$ cat src/design/pfc_pkg.sv
// Shared types, format codes and helper functions for the pixel format converter.
package pfc_pkg;

  typedef enum logic [3:0] {
    FMT_BIT   = 4'd0,
    FMT_U8    = 4'd1,
    FMT_S8    = 4'd2,
    FMT_U16   = 4'd3,
    FMT_S16   = 4'd4,
    FMT_U32   = 4'd5,
    FMT_S32   = 4'd6,
    FMT_FLOAT = 4'd7,
    FMT_RGB8  = 4'd8,
    FMT_RGB32 = 4'd9
  } fmt_e;

  localparam logic [0:0] REG_SRC = 1'b0;
  localparam logic [0:0] REG_DST = 1'b1;

  typedef struct packed {
    logic [31:0] chan_r;
    logic [31:0] chan_g;
    logic [31:0] chan_b;
    logic        last_in;
  } pix_in_t;

  typedef struct packed {
    logic [31:0] out_r;
    logic [31:0] out_g;
    logic [31:0] out_b;
    logic        bad_pair;
    logic        last_out;
  } pix_out_t;

  // Destination range as 34-bit signed values.
  typedef struct packed {
    logic signed [33:0] lo;
    logic signed [33:0] hi;
  } range_t;

  function automatic range_t int_range(input logic [3:0] fmt);
    range_t r;
    case (fmt)
      FMT_U8, FMT_RGB8: begin r.lo = '0; r.hi = 34'sd255; end
      FMT_S8:  begin r.lo = -34'sd128; r.hi = 34'sd127; end
      FMT_U16: begin r.lo = '0; r.hi = 34'sd65535; end
      FMT_S16: begin r.lo = -34'sd32768; r.hi = 34'sd32767; end
      FMT_S32: begin r.lo = -34'sd2147483648; r.hi = 34'sd2147483647; end
      default: begin r.lo = '0; r.hi = 34'sd4294967295; end
    endcase
    return r;
  endfunction

  function automatic logic [31:0] sat_mask(input logic [3:0] fmt,
                                           input logic signed [33:0] v);
    range_t r;
    logic signed [33:0] t;
    r = int_range(fmt);
    t = v;
    if (t < r.lo) t = r.lo;
    if (t > r.hi) t = r.hi;
    case (fmt)
      FMT_U8, FMT_S8, FMT_RGB8: return {24'd0, t[7:0]};
      FMT_U16, FMT_S16:         return {16'd0, t[15:0]};
      default:                  return t[31:0];
    endcase
  endfunction

  function automatic logic signed [33:0] int_in(input logic [3:0] fmt,
                                                input logic [31:0] raw);
    case (fmt)
      FMT_U8:  return {26'd0, raw[7:0]};
      FMT_S8:  return {{26{raw[7]}}, raw[7:0]};
      FMT_U16: return {18'd0, raw[15:0]};
      FMT_S16: return {{18{raw[15]}}, raw[15:0]};
      FMT_U32: return {2'd0, raw};
      default: return {{2{raw[31]}}, raw};
    endcase
  endfunction

  // Stage 1 to stage 2 control.
  typedef struct packed {
    logic [3:0] src;
    logic [3:0] dst;
    logic       last;
  } ctl_t;

endpackage

$ cat src/design/pixel_format_converter_unit.sv
// Top level of the pixel format converter.
// Throughput: one pixel per cycle; busy is never raised.
// Four register stages: decode, normalize/sum, round/average, select.
// Synchronous reset empties the pipeline and sets both formats to u8.
// The receiver cannot stall; each result shows for one cycle.
module pixel_format_converter_unit (
  input  logic               clk,
  input  logic               rst,
  input  logic               start,
  output logic               busy,
  input  pfc_pkg::pix_in_t   pix_in,
  output logic               done,
  output pfc_pkg::pix_out_t  pix_out,
  input  logic               cfg_valid,
  output logic               cfg_ready,
  input  logic [0:0]         cfg_index,
  input  logic [3:0]         cfg_data
);

  logic [3:0] src_format, dst_format;

  assign busy      = 1'b0;
  assign cfg_ready = 1'b1;

  always_ff @(posedge clk) begin
    if (rst) begin
      src_format <= pfc_pkg::FMT_U8;
      dst_format <= pfc_pkg::FMT_U8;
    end else if (cfg_valid) begin
      if (cfg_index == pfc_pkg::REG_SRC) src_format <= cfg_data;
      else dst_format <= cfg_data;
    end
  end

  logic               mid_valid;
  pfc_pkg::ctl_t      mid_ctl;
  logic signed [33:0] mid_int;
  logic [33:0]        mid_sum;
  logic [31:0]        mid_fbits, mid_fman, mid_r, mid_g, mid_b;
  logic               mid_fsign;
  logic [7:0]         mid_fexp;

  pfc_front u_front (
    .clk, .rst,
    .in_valid(start & ~busy),
    .pix(pix_in),
    .src(src_format),
    .dst(dst_format),
    .mid_valid, .mid_ctl, .mid_int, .mid_sum, .mid_fbits, .mid_fsign,
    .mid_fexp, .mid_fman, .mid_r, .mid_g, .mid_b
  );

  pfc_back u_back (
    .clk, .rst,
    .mid_valid, .mid_ctl, .mid_int, .mid_sum, .mid_fbits, .mid_fsign,
    .mid_fexp, .mid_fman, .mid_r, .mid_g, .mid_b,
    .out_valid(done),
    .res(pix_out)
  );

endmodule

$ cat src/design/pfc_front.sv
// Stage 1 and 2: operand decode, RGB sum, int magnitude normalize and float exponent.
module pfc_front (
  input  logic                clk,
  input  logic                rst,
  input  logic                in_valid,
  input  pfc_pkg::pix_in_t    pix,
  input  logic [3:0]          src,
  input  logic [3:0]          dst,
  output logic                mid_valid,
  output pfc_pkg::ctl_t       mid_ctl,
  output logic signed [33:0]  mid_int,
  output logic [33:0]         mid_sum,
  output logic [31:0]         mid_fbits,
  output logic                mid_fsign,
  output logic [7:0]          mid_fexp,
  output logic [31:0]         mid_fman,
  output logic [31:0]         mid_r,
  output logic [31:0]         mid_g,
  output logic [31:0]         mid_b
);

  // stage 1 registers
  logic                v1;
  pfc_pkg::ctl_t       c1;
  logic [31:0]         r1, g1, b1;

  always_ff @(posedge clk) begin
    if (rst) begin
      v1 <= 1'b0;
    end else begin
      v1 <= in_valid;
    end
    c1.src  <= src;
    c1.dst  <= dst;
    c1.last <= pix.last_in;
    if (src == pfc_pkg::FMT_RGB8) begin
      r1 <= {24'd0, pix.chan_r[7:0]};
      g1 <= {24'd0, pix.chan_g[7:0]};
      b1 <= {24'd0, pix.chan_b[7:0]};
    end else begin
      r1 <= pix.chan_r;
      g1 <= pix.chan_g;
      b1 <= pix.chan_b;
    end
  end

  // stage 2: int value, sum, integer-to-float magnitude
  logic signed [33:0] iv;
  logic [31:0]        mag;
  logic               neg;
  logic [5:0]         lz;
  logic [31:0]        norm;

  always_comb begin
    iv  = pfc_pkg::int_in(c1.src, r1);
    neg = iv[33];
    mag = neg ? 32'(-iv) : iv[31:0];
    lz  = 6'd32;
    for (int i = 0; i < 32; i++) begin
      if (mag[i]) lz = 6'(31 - i);
    end
    norm = mag << lz[4:0];
  end

  always_ff @(posedge clk) begin
    if (rst) begin
      mid_valid <= 1'b0;
    end else begin
      mid_valid <= v1;
    end
    mid_ctl   <= c1;
    mid_int   <= iv;
    mid_sum   <= {2'd0, r1} + {2'd0, g1} + {2'd0, b1};
    mid_fbits <= r1;
    mid_fsign <= neg;
    mid_fexp  <= (mag == 32'd0) ? 8'd0 : 8'(8'd158 - {2'd0, lz});
    mid_fman  <= norm;
    mid_r     <= r1;
    mid_g     <= g1;
    mid_b     <= b1;
  end

endmodule

$ cat src/design/pfc_back.sv
// Stages 3 and 4: float rounding, average, saturation and result select.
module pfc_back (
  input  logic                clk,
  input  logic                rst,
  input  logic                mid_valid,
  input  pfc_pkg::ctl_t       mid_ctl,
  input  logic signed [33:0]  mid_int,
  input  logic [33:0]         mid_sum,
  input  logic [31:0]         mid_fbits,
  input  logic                mid_fsign,
  input  logic [7:0]          mid_fexp,
  input  logic [31:0]         mid_fman,
  input  logic [31:0]         mid_r,
  input  logic [31:0]         mid_g,
  input  logic [31:0]         mid_b,
  output logic                out_valid,
  output pfc_pkg::pix_out_t   res
);

  // stage 3: round int-to-float, float-to-int, mean
  logic [31:0]        i2f;
  logic [24:0]        rm;
  logic               guard, sticky;
  logic [7:0]         fe;
  logic signed [33:0] f2i;
  logic [7:0]         ex;
  logic [23:0]        sig;
  logic [56:0]        sh;
  logic [33:0]        tq;
  logic [33:0]        avg;
  logic [16:0]        sum_hi, sum_lo;
  logic [18:0]        rem_sum;
  logic [37:0]        qp;
  pfc_pkg::range_t    rg;

  always_comb begin
    guard  = mid_fman[7];
    sticky = |mid_fman[6:0];
    rm = {1'b0, mid_fman[31:8]};
    if (guard && (sticky || mid_fman[8])) rm = rm + 25'd1;
    fe = mid_fexp;
    if (rm[24]) begin
      fe = fe + 8'd1;
      rm = rm >> 1;
    end
    i2f = (mid_fexp == 8'd0) ? 32'd0 : {mid_fsign, fe, rm[22:0]};

    // float to int: x + 0.5 rounded to single, then truncated
    ex  = mid_fbits[30:23];
    sig = (ex == 8'd0) ? {1'b0, mid_fbits[22:0]} : {1'b1, mid_fbits[22:0]};
    rg  = pfc_pkg::int_range(mid_ctl.dst);
    f2i = '0;
    tq  = '0;
    sh  = '0;
    if (ex == 8'hff && mid_fbits[22:0] != 23'd0) begin
      f2i = '0;
    end else if (ex >= 8'd160) begin
      f2i = mid_fbits[31] ? rg.lo : rg.hi;
    end else if (ex < 8'd126) begin
      // just below one half: the sum rounds up to 1.0
      f2i = (!mid_fbits[31] && ex == 8'd125 && (&mid_fbits[22:0])) ? 34'sd1 : 34'sd0;
    end else begin
      // sh = |x| * 2^24
      sh = {33'd0, sig} << (ex - 8'd126);
      if (!mid_fbits[31]) begin
        tq = 34'((sh + 57'h800000) >> 24);
        // odd integer in [2^23, 2^24): tie rounds up to even
        if (ex == 8'd150 && sig[0]) tq = tq + 34'd1;
        f2i = $signed(tq);
      end else begin
        if (sh > 57'h800000) tq = 34'((sh - 57'h800000) >> 24);
        // half an ulp or less is lost in the sum
        if (ex > 8'd150 || (ex == 8'd150 && !sig[0] && mid_fbits[22:0] != 23'd0))
          tq = 34'(sh >> 24);
        f2i = -$signed(tq);
        // below the low end of the destination
        if (sh > (57'(-rg.lo) << 24)) f2i = rg.lo;
      end
    end

    // exact floor(sum/3): sum = hi*2^17 + lo, 2^17 = 3*43690 + 2
    sum_hi  = mid_sum[33:17];
    sum_lo  = mid_sum[16:0];
    rem_sum = {1'b0, sum_hi, 1'b0} + {2'd0, sum_lo};
    qp      = 38'(rem_sum) * 38'd349526;
    avg     = 34'({16'd0, sum_hi} * 33'd43690) + {16'd0, qp[37:20]};
  end

  logic               v3;
  pfc_pkg::ctl_t      c3;
  logic [31:0]        i2f3, fb3, r3, g3, b3;
  logic signed [33:0] f2i3, int3;
  logic [33:0]        avg3;

  always_ff @(posedge clk) begin
    if (rst) begin
      v3 <= 1'b0;
    end else begin
      v3 <= mid_valid;
    end
    c3   <= mid_ctl;
    i2f3 <= i2f;
    f2i3 <= f2i;
    int3 <= mid_int;
    avg3 <= avg;
    fb3  <= mid_fbits;
    r3   <= mid_r;
    g3   <= mid_g;
    b3   <= mid_b;
  end

  // stage 4: select and saturate
  pfc_pkg::pix_out_t nxt;
  logic [3:0]        s, d;
  logic [31:0]       sv;

  always_comb begin
    s = c3.src;
    d = c3.dst;
    nxt = '0;
    nxt.last_out = c3.last;
    sv = '0;
    if (s == pfc_pkg::FMT_BIT) begin
      if (d == pfc_pkg::FMT_BIT) nxt.out_r = {31'd0, r3[0]};
      else if (d == pfc_pkg::FMT_U8) nxt.out_r = r3[0] ? 32'd255 : 32'd0;
      else if (d == pfc_pkg::FMT_RGB8) begin
        nxt.out_r = r3[0] ? 32'd255 : 32'd0;
        nxt.out_g = nxt.out_r;
        nxt.out_b = nxt.out_r;
      end else nxt.bad_pair = 1'b1;
    end else if (s <= pfc_pkg::FMT_FLOAT) begin
      if (d == pfc_pkg::FMT_BIT || d > pfc_pkg::FMT_RGB32) nxt.bad_pair = 1'b1;
      else if (d == pfc_pkg::FMT_FLOAT) begin
        nxt.out_r = (s == pfc_pkg::FMT_FLOAT) ? fb3 : i2f3;
      end else begin
        sv = pfc_pkg::sat_mask(d, (s == pfc_pkg::FMT_FLOAT) ? f2i3 : int3);
        nxt.out_r = sv;
        if (d >= pfc_pkg::FMT_RGB8) begin
          nxt.out_g = sv;
          nxt.out_b = sv;
        end
      end
    end else if (s <= pfc_pkg::FMT_RGB32) begin
      if (d == pfc_pkg::FMT_U8 || d == pfc_pkg::FMT_U32) begin
        nxt.out_r = pfc_pkg::sat_mask(d, $signed(avg3));
      end else if (d == pfc_pkg::FMT_RGB8 || d == pfc_pkg::FMT_RGB32) begin
        nxt.out_r = pfc_pkg::sat_mask(d, $signed({2'd0, r3}));
        nxt.out_g = pfc_pkg::sat_mask(d, $signed({2'd0, g3}));
        nxt.out_b = pfc_pkg::sat_mask(d, $signed({2'd0, b3}));
      end else nxt.bad_pair = 1'b1;
    end else begin
      nxt.bad_pair = 1'b1;
    end
  end

  always_ff @(posedge clk) begin
    if (rst) begin
      out_valid <= 1'b0;
    end else begin
      out_valid <= v3;
    end
    res <= nxt;
  end

endmodule

$ cat config.mk
export PLATFORM = sky130hd
export DESIGN_NAME = pixel_format_converter_unit
export DESIGN_NICKNAME = d
export VERILOG_FILES = /design/src/design/pfc_pkg.sv /design/src/design/pixel_format_converter_unit.sv /design/src/design/pfc_front.sv /design/src/design/pfc_back.sv
export SDC_FILE = /design/constraint.sdc
export NUM_CORES = 2
export LEC_CHECK = 0
export BUFFER_PORTS_ARGS = -buffer_cell sky130_fd_sc_hd__buf_2
export CORE_AREA = 10 10 329 331
export DETAILED_ROUTE_END_ITERATION = 8
export DIE_AREA = 0 0 339 341
export PLACE_DENSITY = 0.73
export SYNTH_ARGS = -nofsm -noshare
export SYNTH_HDL_FRONTEND = slang
export SYNTH_SLANG_ARGS = --single-unit
$ cat constraint.sdc
create_clock -name clk -period 17 [get_ports clk]
set_input_delay 1.7 -clock clk [delete_from_list [all_inputs] [get_ports clk]]
set_output_delay 1.7 -clock clk [all_outputs]
set_load 0.005 [all_outputs]
==> reports/qor_table.md <==
| Stage | Quantity | Value |
|:---|:---|:---|
| outcome | Result of the run | finished clean |
| grt | Pin count of the biggest net entering global routing | 65 |
| cells and area | Most used cells in the layout excluding fill and tap cells | dfxtp_1, ha_1, inv_1 |
| cells and area | Layout Nets | 6802 |
| clocking | Number of H-tree branching levels | 2 |
| worst setup path | Worst-case reg-to-reg path depth | 41 |
| die | Core Rows | 117 |
| synth | Nets in the synthesized netlist | 6692 |
| sta | Worst clock skew | 0.0341 ns |
| grt | Congestion Overflow GR | 0 |
| synth | Proportion of register bits with asynchronous set or reset after synthesis | 0% |
| worst setup path | Endpoint kind of the worst setup timing path | flip-flop |
| cells and area | Area growth from synthesis to final layout | 8.98% |
| die | Horiz. Die Dim | 339 um |
| clocking | Clock sink count | 649 |
| route | Post-DR wirelength/cell | 24.3 um |
| grt | Initial antenna violation count | 17 |
| synth | Post-synthesis register bit count | 649 |
| route | Wirelength, routed | 176000 um |
| synth | Post-synthesis instance area | 50300 sq um |
| synth | Number of enable flip-flop cells after synthesis | 0 |
| clocking | Clock-pin slew reported for the worst setup and hold paths after clock tree synthesis | 0.07 ns |
| sta | Relative slew margins | 16.1% |
| route | DR iter-0 viols | 5503 |
| sta | Transition time at the pin with the least slew margin | 1.24 ns |
| placed design | Port Buffer Count | 204 |
| sta | Setup repair after global routing missed its margin | no |
| placed design | RePlAce Congestion | 0.994 |
| grt | Tot GR Track Use | 29.3% |
| hold path | Cell depth of the worst hold path | 0 |
| sta | Part of the cycle the worst path needs | 70.0% |
| sta | Maximum frequency from static timing analysis | 84.0 MHz |
| grt | Wire length of the first global-routing pass | 264000 um |
| sta | Count of endpoints failing setup in the final report | 0 |
| cells and area | Fillers | 9314 |
| worst setup path | Kind of start point of the critical path | flip-flop |
| clocking | Clock tree from TritonCTS | yes |
| synth | Unique masters post-synth | 124 |
| worst setup path | Slowest library cell on the worst path | a2111oi_0 |
| synth | Average cell area after synthesis | 8.76 sq um |
| grt | Via count of the first global-routing pass | 42173 |
| die | Initial Utilization | 49.6% |
| clocking | Setup Fix Bufs, Post-CTS | 0 |
| worst setup path | Largest incremental delay on the critical path | 0.89 ns |
| worst setup path | WP data arrival | 12.48 ns |
| clocking | Largest buffer count on any clock path | 3 |
| clocking | Number of buffers created by CTS | 59 |
| placed design | Number of instances in the placed design | 7159 |
| synth | Share of synthesized area occupied by flip-flops and latches | 25.8% |
| route | DRT Pass-1 Iters | 6 |
| placed design | Final HPWL DP | 146000 um |
| clocking | Post-CTS Resized | 0 |
| sta | Number of hold violations in the final report | 0 |
| hold path | Hold Crit Class | reg2reg |
| route | Average vias per placed instance | 6.11 |
| synth | Number of warnings printed during yosys synthesis | 0 |
| worst setup path | Critical setup path kind | reg2reg |
| route | Antenna Nets Post-Route | 0 |
| sta | Setup total negative slack | 0 ns |
| clocking | Clock root buffer | clkbuf_16 |
| worst setup path | Required time reported for the critical path endpoint | 17.57 ns |
| die | Ports placed on the boundary | 207 |
| die | Die area | 116000 sq um |
| cells and area | Final instance count without filler cells | 7272 |
| cells and area | Most common cell after layout, fill and taps aside | dfxtp_1 |
| sta | Final Max Tran Viols | 0 |
| die | Die span in y | 341 um |
| route | Post-route DRC violation count | 0 |
| run | Maxcap violations | 0 |
| sta | Shortest period the worst path allows | 11.91 ns |
| synth | Number of instances in the synthesized netlist | 5742 |
| route | Via count | 44409 |
| die | Core ar. | 101000 sq um |
| worst setup path | Crit path max fanout | 6 |
| cells and area | Share of post-route cells with drive strength above 1 | 9.34% |
| synth | Primary flip-flop cell chosen by synthesis mapping | dfxtp_1 |
| clocking | Cts hold-fix bufs | 0 |
| clocking | Clock latency of the later-clocked register in the worst-skew pair | 0.67 ns |
[kinds of logic (layout without fill, tap and decap cells)]
group / after synthesis / in the layout / share of synthesized area, %
buf+inv: 739 / 899 / 5.82
compound gates: 1497 / 1497 / 20.0
other cells: 2 / 4 / 0.0149
fa+ha+maj: 844 / 844 / 24.0
xor+xnor: 266 / 266 / 4.69
mux: 162 / 162 / 3.71
flops: 649 / 649 / 25.8
simple gates: 1583 / 1583 / 16.0
[cells in the mapped netlist, types with 135 or more instances]
library cell	instances	area, sq um
inv_1	520	1950
o21ai_0	269	1350
a21o_1	220	1650
nor2b_1	135	845
ha_1	646	8080
a21oi_1	400	2000
nand2_1	399	1500
nor2_1	385	1450
xnor2_1	180	1580
clkbuf_1	146	548
dfxtp_1	649	13000
fa_1	198	3960
[path summary, 6_finish.rpt]
check | slack [ns] | endpoint | start
max | 5.09 | u_back.avg3[28]$_DFF_P_ | u_front.mid_sum[17]$_DFF_P_
min | 0.31 | u_back.b3[24]$_DFF_P_ | u_front.mid_b[24]$_DFF_P_
max reg2reg | 5.09 | u_back.avg3[28]$_DFF_P_ | u_front.mid_sum[17]$_DFF_P_
min reg2reg | 0.31 | u_back.b3[24]$_DFF_P_ | u_front.mid_b[24]$_DFF_P_
[flip-flops by register name, indices dropped and copies added, names as in the netlist, 32 cells and up]
name	cells
u_back.avg3	34
u_back.b3	32
u_back.f2i3	34
u_back.fb3	32
u_back.g3	32
u_back.i2f3	32
u_back.res	98
u_front.b1	32
u_front.g1	32
u_front.mid_b	32
u_front.mid_fman	32
u_front.mid_g	32
u_front.mid_int	33
u_front.mid_sum	34
u_front.r1	32
[metal layers]
| metal | GRT usage (%) | vias to the layer above | wire length [um] |
|---|---|---|---|
| li1 | - | 20651 | - |
| met5 | 0 | - | 48 |
| met3 | 7.12 | 273 | 19900 |
| met4 | 6.88 | 8 | 4400 |
| met1 | 43.6 | 21239 | 81300 |
| met2 | 41.9 | 2238 | 70900 |
[metrics by stage]
stage | worst slack [ns] | cell area (sq um) | hold WS (ns) | utilization [%]
after floorplan | 6.94 | 50300 | 0.310 | -
after global placement | 5.46 | 52600 | 0.311 | 51.8
after detailed placement | 5.34 | 52600 | 0.312 | 51.8
after CTS | 5.24 | 54800 | 0.307 | 54.0
after global routing | 4.44 | 54800 | 0.317 | 54.0
final | 5.09 | 54800 | 0.309 | 54.0
[layout make-up]
type                    count  area (sq um)  share of cell area, %
diodes                      2          5.00                0.00913
clock buffers              75          1650                   3.01
clock inverters            36           543                  0.991
inverters                 525          1970                   3.60
multi-input cells        4354         34500                   62.9
flip-flops and latches    649         13000                   23.7
well taps                1368          1710                   3.12
repair buffers            263          1460                   2.67
[worst max-delay path, delay by kind of cell, from the launching register on]
kind | cells | cell delay, ns
xor gates and xnor gates | 2 | 0.79
and+or+nand+nor | 6 | 0.95
adders and majority gates | 10 | 4.14
buffers and inverters | 2 | 0.10
DFF | 1 | 0.39
AOI/OAI and AO/OA | 21 | 5.46
Power is not shown: default switching activity piles up to over one toggle a cycle in this logic, so the estimate is an artifact.
